==> config.mk <==
export PLATFORM = sky130hd
export DESIGN_NAME = raster_grid_test_pattern
export DESIGN_NICKNAME = d
export VERILOG_FILES = /design/src/hw/rtl/rgtp_pkg.sv /design/src/hw/rtl/rgtp_cfg_regs.sv /design/src/hw/rtl/rgtp_raster.sv /design/src/hw/rtl/rgtp_shade.sv /design/src/hw/rtl/raster_grid_test_pattern.sv
export SDC_FILE = /design/constraint.sdc
export NUM_CORES = 1
export LEC_CHECK = 0
export BUFFER_PORTS_ARGS = -buffer_cell sky130_fd_sc_hd__buf_2
export CAP_MARGIN = 20
export CORE_MARGIN = 2
export CORE_UTILIZATION = 60
export DETAILED_ROUTE_END_ITERATION = 12
export GPL_TIMING_DRIVEN = 1
export HOLD_SLACK_MARGIN = 0.03
export PLACE_DENSITY = 0.81
export SLEW_MARGIN = 10
export SYNTH_ARGS = -nofsm -noshare
export SYNTH_HDL_FRONTEND = slang
export SYNTH_SLANG_ARGS = --single-unit
==> constraint.sdc <==
create_clock -name clk -period 4.4 [get_ports clk]
set_input_delay 0.66 -clock clk [delete_from_list [all_inputs] [get_ports clk]]
set_output_delay 0.66 -clock clk [all_outputs]
set_load 0.01 [all_outputs]
==> src/hw/rtl/rgtp_pkg.sv <==
// shared types and constants for the raster grid test pattern source
// register index codes, configuration struct, colour levels and masks
// no dependencies
package rgtp_pkg;

	// configuration word and pixel coordinate widths
	localparam int CFG_W = 13;
	localparam int PIX_W = 12;
	localparam int NUM_LEVELS = 3;

	typedef logic [CFG_W-1:0] cfg_word_t;
	typedef logic [7:0]       chan_t;
	typedef logic [3:0]       mask_t;

	// register index codes
	typedef enum logic [2:0] {
		REG_PATTERN_MODE     = 3'd0,
		REG_FRAME_WIDTH      = 3'd1,
		REG_FRAME_HEIGHT     = 3'd2,
		REG_FINE_SPACING     = 3'd3,
		REG_MID_SPACING      = 3'd4,
		REG_COARSE_SPACING   = 3'd5,
		REG_CLEAR_BACKGROUND = 3'd6
	} reg_index_t;

	// spacing level slots
	localparam int LVL_FINE   = 0;
	localparam int LVL_MID    = 1;
	localparam int LVL_COARSE = 2;

	// pattern modes
	localparam logic MODE_GRID      = 1'b0;
	localparam logic MODE_CROSSHAIR = 1'b1;

	typedef struct packed {
		logic                       pattern_mode;
		cfg_word_t                  frame_width;
		cfg_word_t                  frame_height;
		cfg_word_t [NUM_LEVELS-1:0] spacing;
		logic                       clear_background;
	} cfg_t;

	// reset values
	localparam cfg_word_t RST_WIDTH  = 13'd512;
	localparam cfg_word_t RST_HEIGHT = 13'd512;
	localparam cfg_word_t RST_FINE   = 13'd10;
	localparam cfg_word_t RST_MID    = 13'd50;
	localparam cfg_word_t RST_COARSE = 13'd100;

	// colour levels
	localparam chan_t COLOR_WHITE = 8'd255;
	localparam chan_t COLOR_GREY  = 8'd128;
	localparam chan_t COLOR_DARK  = 8'd64;
	localparam chan_t COLOR_BLACK = 8'd0;

	// crosshair cell masks
	localparam mask_t MASK_NARROW = 4'h7;
	localparam mask_t MASK_WIDE   = 4'hf;

endpackage

==> src/hw/rtl/rgtp_cfg_regs.sv <==
// configuration register file with clamped frame size and spacing
// depends on rgtp_pkg
module rgtp_cfg_regs #(
	parameter int MAX_DIM = 4096,
	parameter int DW      = 14
) (
	input  logic                                        clk,
	input  logic                                        arst_n,
	input  logic                                        cfg_we,
	input  logic [2:0]                                  cfg_index,
	input  rgtp_pkg::cfg_word_t                         cfg_data,
	output rgtp_pkg::cfg_t                              cfg,
	output logic [DW-1:0]                               width_eff,
	output logic [DW-1:0]                               height_eff,
	output rgtp_pkg::cfg_word_t [rgtp_pkg::NUM_LEVELS-1:0] spacing_eff
);
	import rgtp_pkg::*;

	cfg_t cfg_q;

	function automatic logic [DW-1:0] clamp_dim(cfg_word_t v);
		logic [DW-1:0] ext;
		ext = DW'(v);
		if (v == '0)
			return DW'(1);
		if (32'(ext) > 32'(MAX_DIM))
			return DW'(MAX_DIM);
		return ext;
	endfunction

	always_ff @(posedge clk or negedge arst_n) begin
		if (!arst_n) begin
			cfg_q.pattern_mode             <= MODE_GRID;
			cfg_q.frame_width              <= RST_WIDTH;
			cfg_q.frame_height             <= RST_HEIGHT;
			cfg_q.spacing[LVL_FINE]        <= RST_FINE;
			cfg_q.spacing[LVL_MID]         <= RST_MID;
			cfg_q.spacing[LVL_COARSE]      <= RST_COARSE;
			cfg_q.clear_background         <= 1'b0;
		end else if (cfg_we) begin
			case (reg_index_t'(cfg_index))
				REG_PATTERN_MODE:     cfg_q.pattern_mode <= cfg_data[0];
				REG_FRAME_WIDTH:      cfg_q.frame_width <= cfg_data;
				REG_FRAME_HEIGHT:     cfg_q.frame_height <= cfg_data;
				REG_FINE_SPACING:     cfg_q.spacing[LVL_FINE] <= cfg_data;
				REG_MID_SPACING:      cfg_q.spacing[LVL_MID] <= cfg_data;
				REG_COARSE_SPACING:   cfg_q.spacing[LVL_COARSE] <= cfg_data;
				REG_CLEAR_BACKGROUND: cfg_q.clear_background <= cfg_data[0];
				default: ;
			endcase
		end
	end

	assign cfg       = cfg_q;
	assign width_eff = clamp_dim(cfg_q.frame_width);
	// crosshair frame is square
	assign height_eff = (cfg_q.pattern_mode == MODE_CROSSHAIR) ? width_eff
		: clamp_dim(cfg_q.frame_height);

	// zero spacing behaves as one
	always_comb begin
		for (int i = 0; i < NUM_LEVELS; i++)
			spacing_eff[i] = (cfg_q.spacing[i] == '0) ? CFG_W'(1) : cfg_q.spacing[i];
	end

endmodule

==> src/hw/rtl/rgtp_raster.sv <==
// raster and phase counters, first pipeline stage
// depends on rgtp_pkg
module rgtp_raster #(
	parameter int CW = 12,
	parameter int DW = 14
) (
	input  logic                                        clk,
	input  logic                                        arst_n,
	input  logic [DW-1:0]                               width_eff,
	input  logic [DW-1:0]                               height_eff,
	input  rgtp_pkg::cfg_word_t [rgtp_pkg::NUM_LEVELS-1:0] spacing_eff,
	input  logic                                        in_load,
	input  logic                                        frame_start,
	input  logic                                        s1_advance,
	output logic                                        valid_s1,
	output logic [CW-1:0]                               x_s1,
	output logic [CW-1:0]                               y_s1,
	output logic [rgtp_pkg::NUM_LEVELS-1:0]             col_zero_s1,
	output logic [rgtp_pkg::NUM_LEVELS-1:0]             row_zero_s1,
	output logic                                        last_s1
);
	import rgtp_pkg::*;

	logic [CW-1:0]                  col_q, row_q;
	cfg_word_t [NUM_LEVELS-1:0]     col_phase_q, row_phase_q;

	logic [CW-1:0]                  x_cur, y_cur;
	cfg_word_t [NUM_LEVELS-1:0]     col_phase_cur, row_phase_cur;
	cfg_word_t [NUM_LEVELS-1:0]     col_phase_inc, row_phase_inc;
	logic [NUM_LEVELS-1:0]          col_zero, row_zero;
	logic                           row_end, last;

	function automatic cfg_word_t next_phase(cfg_word_t p, cfg_word_t sp);
		logic [CFG_W:0] p1;
		p1 = {1'b0, p} + (CFG_W+1)'(1);
		return (p1 >= {1'b0, sp}) ? '0 : p1[CFG_W-1:0];
	endfunction

	always_comb begin
		x_cur         = frame_start ? '0 : col_q;
		y_cur         = frame_start ? '0 : row_q;
		col_phase_cur = frame_start ? '0 : col_phase_q;
		row_phase_cur = frame_start ? '0 : row_phase_q;
		for (int i = 0; i < NUM_LEVELS; i++) begin
			col_zero[i]      = (col_phase_cur[i] == '0);
			row_zero[i]      = (row_phase_cur[i] == '0);
			col_phase_inc[i] = next_phase(col_phase_cur[i], spacing_eff[i]);
			row_phase_inc[i] = next_phase(row_phase_cur[i], spacing_eff[i]);
		end
		row_end = (DW'(x_cur) + DW'(1)) >= width_eff;
		last    = row_end && ((DW'(y_cur) + DW'(1)) >= height_eff);
	end

	// counter state moves on every accepted request
	always_ff @(posedge clk or negedge arst_n) begin
		if (!arst_n) begin
			col_q       <= '0;
			row_q       <= '0;
			col_phase_q <= '0;
			row_phase_q <= '0;
		end else if (in_load) begin
			if (row_end) begin
				col_q       <= '0;
				col_phase_q <= '0;
				if (last) begin
					row_q       <= '0;
					row_phase_q <= '0;
				end else begin
					row_q       <= y_cur + CW'(1);
					row_phase_q <= row_phase_inc;
				end
			end else begin
				col_q       <= x_cur + CW'(1);
				col_phase_q <= col_phase_inc;
				row_q       <= y_cur;
				row_phase_q <= row_phase_cur;
			end
		end
	end

	always_ff @(posedge clk or negedge arst_n) begin
		if (!arst_n)
			valid_s1 <= 1'b0;
		else if (in_load)
			valid_s1 <= 1'b1;
		else if (s1_advance)
			valid_s1 <= 1'b0;
	end

	always_ff @(posedge clk) begin
		if (in_load) begin
			x_s1        <= x_cur;
			y_s1        <= y_cur;
			col_zero_s1 <= col_zero;
			row_zero_s1 <= row_zero;
			last_s1     <= last;
		end
	end

endmodule

==> src/hw/rtl/rgtp_shade.sv <==
// pixel colour logic and result register
// depends on rgtp_pkg
module rgtp_shade #(
	parameter int CW         = 12,
	parameter int DW         = 14,
	parameter int WIDE_LIMIT = 512
) (
	input  logic                            clk,
	input  logic                            arst_n,
	input  rgtp_pkg::cfg_t                  cfg,
	input  logic [DW-1:0]                   width_eff,
	input  logic                            out_advance,
	input  logic                            valid_s1,
	input  logic [CW-1:0]                   x_s1,
	input  logic [CW-1:0]                   y_s1,
	input  logic [rgtp_pkg::NUM_LEVELS-1:0] col_zero_s1,
	input  logic [rgtp_pkg::NUM_LEVELS-1:0] row_zero_s1,
	input  logic                            last_s1,
	output logic                            valid_s2,
	output logic [rgtp_pkg::PIX_W-1:0]      x_s2,
	output logic [rgtp_pkg::PIX_W-1:0]      y_s2,
	output rgtp_pkg::chan_t                 red_s2,
	output rgtp_pkg::chan_t                 green_s2,
	output rgtp_pkg::chan_t                 blue_s2,
	output logic                            paint_s2,
	output logic                            last_s2
);
	import rgtp_pkg::*;

	localparam int XW = (CW > PIX_W) ? CW : PIX_W;

	logic [XW-1:0]  x_ext, y_ext;
	logic [DW-1:0]  xd, yd, mid;
	mask_t          mask;
	logic           on_diag, on_mid, in_cell;
	logic [NUM_LEVELS-1:0] on_line;
	chan_t          level, red, gb;
	logic           paint;

	always_comb begin
		x_ext   = XW'(x_s1);
		y_ext   = XW'(y_s1);
		xd      = DW'(x_s1);
		yd      = DW'(y_s1);
		mid     = width_eff >> 1;
		mask    = (32'(width_eff) <= 32'(WIDE_LIMIT)) ? MASK_NARROW : MASK_WIDE;
		on_diag = (xd == yd) || ((yd <= width_eff) && (xd == (width_eff - yd)));
		on_mid  = (xd == mid) || (yd == mid);
		in_cell = ((x_s1[3:0] & mask) != '0) && ((y_s1[3:0] & mask) != '0);
		on_line = col_zero_s1 | row_zero_s1;

		// coarse lines win over mid, mid over fine
		if (on_line[LVL_COARSE])
			level = COLOR_WHITE;
		else if (on_line[LVL_MID])
			level = COLOR_GREY;
		else if (on_line[LVL_FINE])
			level = COLOR_DARK;
		else
			level = COLOR_BLACK;

		if (cfg.pattern_mode == MODE_GRID) begin
			red   = level;
			gb    = level;
			paint = (level != COLOR_BLACK) || cfg.clear_background;
		end else begin
			paint = 1'b1;
			if (on_diag) begin
				red = COLOR_WHITE;
				gb  = COLOR_WHITE;
			end else if (on_mid) begin
				red = COLOR_WHITE;
				gb  = COLOR_BLACK;
			end else if (in_cell) begin
				red = COLOR_BLACK;
				gb  = COLOR_BLACK;
			end else begin
				red = COLOR_WHITE;
				gb  = COLOR_WHITE;
			end
		end
	end

	always_ff @(posedge clk or negedge arst_n) begin
		if (!arst_n)
			valid_s2 <= 1'b0;
		else if (out_advance)
			valid_s2 <= valid_s1;
	end

	always_ff @(posedge clk) begin
		if (out_advance && valid_s1) begin
			x_s2     <= x_ext[PIX_W-1:0];
			y_s2     <= y_ext[PIX_W-1:0];
			red_s2   <= red;
			green_s2 <= gb;
			blue_s2  <= gb;
			paint_s2 <= paint;
			last_s2  <= last_s1;
		end
	end

endmodule

==> src/hw/rtl/raster_grid_test_pattern.sv <==
// top level of the raster grid test pattern source
// depends on rgtp_pkg, rgtp_cfg_regs, rgtp_raster, rgtp_shade
//
//   channel  | handshake            | payload
//   ---------+----------------------+---------------------------------------------
//   in       | in_valid / in_stall  | frame_start
//   out      | out_valid / out_stall| pixel_x pixel_y pixel_red/green/blue paint frame_end
//   cfg      | cfg_we               | cfg_index cfg_data
//
// one pixel request per clock sustained while out_stall is low; each request passes
// through the raster stage register and then the result register
// async reset clears counters, valids and configuration registers to their power-on values
// a stalled result holds in the result register while the raster stage still
// takes one more request; input stalls only when both stages are full
module raster_grid_test_pattern #(
	parameter int MAX_DIM    = 4096,
	parameter int WIDE_LIMIT = 512
) (
	input  logic                       clk,
	input  logic                       arst_n,
	// configuration writes
	input  logic                       cfg_we,
	input  logic [2:0]                 cfg_index,
	input  rgtp_pkg::cfg_word_t        cfg_data,
	// pixel tick requests
	input  logic                       in_valid,
	output logic                       in_stall,
	input  logic                       frame_start,
	// pixel results
	output logic                       out_valid,
	input  logic                       out_stall,
	output logic [rgtp_pkg::PIX_W-1:0] pixel_x,
	output logic [rgtp_pkg::PIX_W-1:0] pixel_y,
	output rgtp_pkg::chan_t            pixel_red,
	output rgtp_pkg::chan_t            pixel_green,
	output rgtp_pkg::chan_t            pixel_blue,
	output logic                       paint,
	output logic                       frame_end
);
	import rgtp_pkg::*;

	// counter width covers coordinates up to MAX_DIM - 1
	localparam int CW = $clog2(MAX_DIM);
	// size compares need room for the raw 13 bit register and MAX_DIM itself
	localparam int DW = (CW + 1 > CFG_W + 1) ? CW + 1 : CFG_W + 1;

	cfg_t                       cfg;
	logic [DW-1:0]              width_eff, height_eff;
	cfg_word_t [NUM_LEVELS-1:0] spacing_eff;

	logic                       valid_s1, last_s1;
	logic [CW-1:0]              x_s1, y_s1;
	logic [NUM_LEVELS-1:0]      col_zero_s1, row_zero_s1;

	logic                       out_advance, in_load;

	// result register frees up when empty or when its request leaves
	assign out_advance = !out_valid || !out_stall;
	// raster stage blocks only while full and its successor is held
	assign in_stall    = valid_s1 && !out_advance;
	assign in_load     = in_valid && !in_stall;

	rgtp_cfg_regs #(
		.MAX_DIM (MAX_DIM),
		.DW      (DW)
	) u_cfg (
		.clk         (clk),
		.arst_n      (arst_n),
		.cfg_we      (cfg_we),
		.cfg_index   (cfg_index),
		.cfg_data    (cfg_data),
		.cfg         (cfg),
		.width_eff   (width_eff),
		.height_eff  (height_eff),
		.spacing_eff (spacing_eff)
	);

	// raster walk, phase tracking, stage one register
	rgtp_raster #(
		.CW (CW),
		.DW (DW)
	) u_raster (
		.clk         (clk),
		.arst_n      (arst_n),
		.width_eff   (width_eff),
		.height_eff  (height_eff),
		.spacing_eff (spacing_eff),
		.in_load     (in_load),
		.frame_start (frame_start),
		.s1_advance  (out_advance),
		.valid_s1    (valid_s1),
		.x_s1        (x_s1),
		.y_s1        (y_s1),
		.col_zero_s1 (col_zero_s1),
		.row_zero_s1 (row_zero_s1),
		.last_s1     (last_s1)
	);

	// colour pick and result register
	rgtp_shade #(
		.CW         (CW),
		.DW         (DW),
		.WIDE_LIMIT (WIDE_LIMIT)
	) u_shade (
		.clk         (clk),
		.arst_n      (arst_n),
		.cfg         (cfg),
		.width_eff   (width_eff),
		.out_advance (out_advance),
		.valid_s1    (valid_s1),
		.x_s1        (x_s1),
		.y_s1        (y_s1),
		.col_zero_s1 (col_zero_s1),
		.row_zero_s1 (row_zero_s1),
		.last_s1     (last_s1),
		.valid_s2    (out_valid),
		.x_s2        (pixel_x),
		.y_s2        (pixel_y),
		.red_s2      (pixel_red),
		.green_s2    (pixel_green),
		.blue_s2     (pixel_blue),
		.paint_s2    (paint),
		.last_s2     (frame_end)
	);

endmodule

==> run summary <==
Status - finished, final reports clean
WP buf/inv - 1
Row Count - 58
Worst slack, placed - -19.80 ps
Post-DP HPWL - 29240 um
Antenna fix cells - 0
Async SR Flop Fraction - 0.7308
Worst setup path class - reg2reg
Total CTS buffers - 27
Syn_nets - 1702
Die width - 163.3 um
Antenna Nets Post-Route - 0
Number of synthesized register bits - 234
DP Area - 16250 um2
Design area - 17220 um2
TritonCTS clock tree - done
First-pass DRT Iterations - 6
Period utilisation layout - 0.9092
Iteration-0 DRC Markers - 1445
P_leak - 7.901 nW
Maximum fanout along the worst path - 4
Congestion Overflow GR - 0
Register area share after synthesis - 0.4063
Top-count cell post-synth - dfrtp_1
# IOs - 74
Drt wl/cell - 20.34 um
Fmax - 0.2500 GHz
CP Launch Type - flip-flop
Number of global-route vias before repair - 12.37k
Worst setup path start - u_cfg.cfg[57]$_DFFE_PN0P_
Pwr dens - 394.3 nW/um2
Initial Util - 0.6079
Post-synth EDFFs - 63
Min-delay src - in_valid
Die ar. - 26660 um2
Gr usage total - 0.3049
Final wirelength - 40560 um
Syn. warnings - 0
Max Cap Violations - 0
H-Tree Depth - 1
Met2 wire len - 18880 um
PostCTS Resize Cnt - 0
Max layer used - met4
Commonest register cell after synthesis - dfrtp_1
Largest area contributor in the netlist - dfrtp_1
Final Hold Vio Count - 0
Min Hold Slack - 339.6 ps
Final setup margin - 399.6 ps
Critical path arrival - 4400 ps
Clock Skews - 16.88 ps
Area contributors post-synth - dfrtp_1 (26%), edfxtp_1 (12%), ha_1 (11%)
Peak supply drop - 0.2848 mV
Max-slew violation total from the final report - 0
Reg-to-Reg Start - u_cfg.cfg[57]$_DFFE_PN0P_
Root buffer cell - clkbuf_16
Req. time, crit path - 4800 ps
Average size of a mapped cell - 9.832 um2
Utilization after layout - 0.6879
Clock transition at path regs - 60 ps
Pin count of the biggest net entering global routing - 110
Top cell by count, worst path - nor4_1
Detailed-routing wirelength on met1 - 16930 um
Clock tree buffer depth - 3
Mapped cell area - 15220 um2
Initial antenna violation count - 1
Worst Setup End Kind - flip-flop
GP Congestion - 0.9731
Die height - 163.3 um
Commonest cells post-synth - dfrtp_1 (161), ha_1 (131), nand2_1 (121)
CP top delay family - simple AND/OR/NAND/NOR gates
Rel. slew slack - 0.3006
Vias per std cell - 6.401
Final setup vio count - 0
Nets - 1797
Cells along the critical path - nor4_1 -> nand4_1 -> nor4_1 -> o21ai_0 -> ha_1 -> fa_1 -> xor2_1 -> xnor2_1 -> nor4_1 -> o2111ai_1 -> a2111oi_0 -> nand4_1 -> buf_4 -> and3_1 -> a21oi_1
RSZ-0062 raised after global routing - false
Largest stage delay on the critical path - 450 ps
Gate Count Post-Synth - 1548
Via count - 12.76k
First-pass GRT wire length - 64650 um
Minimum clock period - 4000 ps
IO Port Bufs - 73
Worst hold path class - in2reg
Least-Margin Pin Slew - 1046 ps
DRC viols - 0
Area growth, synth to finish - 13.15%
Worst path slowest cell - a2111oi_0
Share of cells above drive strength 1 - 0.1659
Post-synth cell types - 83
Area share of the largest cell type after synthesis - 0.2647
Core area - 25040 um2
Clock Latency Late Sink - 550 ps
DR WL met3 - 3227 um
Clk sinks - 234
-- worst reg2reg max path: cells and delay by family (launching register included) --
kind	cells	cell delay, ps
flops	1	420
xor+xnor	2	320
fa+ha+maj	2	650
compound gates	4	930
simple gates	6	1330
buf+inv	1	200
-- state kept, by name (all words and copies together) (netlist names) --
register / flops
u_shade.paint_s2: 1
u_raster.x_s1: 12
u_shade.green_s2: 3
u_raster.row_q: 12
u_shade.x_s2: 12
u_raster.col_zero_s1: 3
u_shade.y_s2: 12
u_raster.row_zero_s1: 3
u_shade.last_s2: 1
u_shade.red_s2: 3
u_raster.valid_s1: 1
u_raster.col_q: 12
u_raster.row_phase_q: 39
u_raster.last_s1: 1
u_raster.col_phase_q: 39
u_cfg.cfg: 67
u_shade.valid_s2: 1
u_raster.y_s1: 12
-- layer usage --
metal | global-route usage | vias to the layer above
li1 | - | 5835
met2 | 0.4944 | 601
met1 | 0.4154 | 6201
met3 | 0.04647 | 127
met5 | 0 | -
met4 | 0.1130 | 0
-- cell families (layout without fill, tap and decap cells) --
| kind of cell | Yosys count | count (layout) | share of synthesized area |
|---|---|---|---|
| AND/OR/NAND/NOR | 496 | 496 | 0.1681 |
| multiplexers | 54 | 54 | 0.03946 |
| adder cells (fa/ha/maj) | 133 | 133 | 0.1097 |
| flip-flops | 234 | 234 | 0.4063 |
| AO/OA/AOI/OAI | 344 | 344 | 0.1613 |
| buffers and inverters | 171 | 287 | 0.04842 |
| XOR/XNOR | 116 | 116 | 0.06675 |
-- layout make-up --
type                            count  area (um2)
Clock inverter                     12       193.9
Sequential cell                   234        6183
Timing Repair Buffer              139       954.7
Inverter                           98       367.9
Multi-Input combinational cell   1143        8372
Clock buffer                       38       737.0
Fill cell                        1856        7815
Tap cell                          330       412.9
-- where the power goes --
part           leakage [nW]  total (mW)  internal [mW]  switching, mW
Combinational          4.62        1.73          0.709           1.02
Clock                 0.449        2.37           1.46          0.907
Sequential             2.83        2.69           2.49          0.203
Total                  7.90        6.79           4.65           2.14
-- timing repair --
item                                   CTS  global route
endpoints found under the hold margin    0             1
setup buffers                            0             1
hold buffers                             0             1
setup endpoints to repair                0             3
-- worst paths after layout --
kind                       slack, ps  cells past startpoint                             endpoint
max                              400                     15          u_shade.red_s2[7]$_DFFE_PP_
min                              340                      2        u_raster.valid_s1$_DFFE_PN0P_
max reg2reg                      400                     15          u_shade.red_s2[7]$_DFFE_PP_
min reg2reg                      490                      1         u_shade.valid_s2$_DFFE_PN0N_
max in group asynchronous       3080                      3            u_cfg.cfg[32]$_DFFE_PN1P_
min in group asynchronous        580                      2  u_raster.col_phase_q[3]$_DFFE_PN0P_
-- through the flow --
| step | power, mW | setup TNS (ps) | std cells |
|---|---|---|---|
| final | 6.790 | 0 | 1994 |
| after detailed placement | 4.404 | -40.71 | 1941 |
| after global placement | 4.341 | 0 | 1941 |
| after global routing | 7.103 | 0 | 1994 |
| after floorplan | 3.853 | -778.5 | 1548 |
| after CTS | 6.778 | 0 | 1991 |
-- layout by cell type, fill, tap and decap left out, types with 61 or more instances in the layout --
| cell | n |
|---|---|
| buf_2 | 71 |
| nand2_1 | 120 |
| a21oi_1 | 63 |
| inv_1 | 96 |
| edfxtp_1 | 63 |
| a22o_1 | 71 |
| ha_1 | 130 |
| nand3_1 | 61 |
| dfrtp_1 | 161 |
| o21ai_0 | 61 |
| nor2_1 | 90 |
Note: power is estimated with default switching activity, not from simulation.
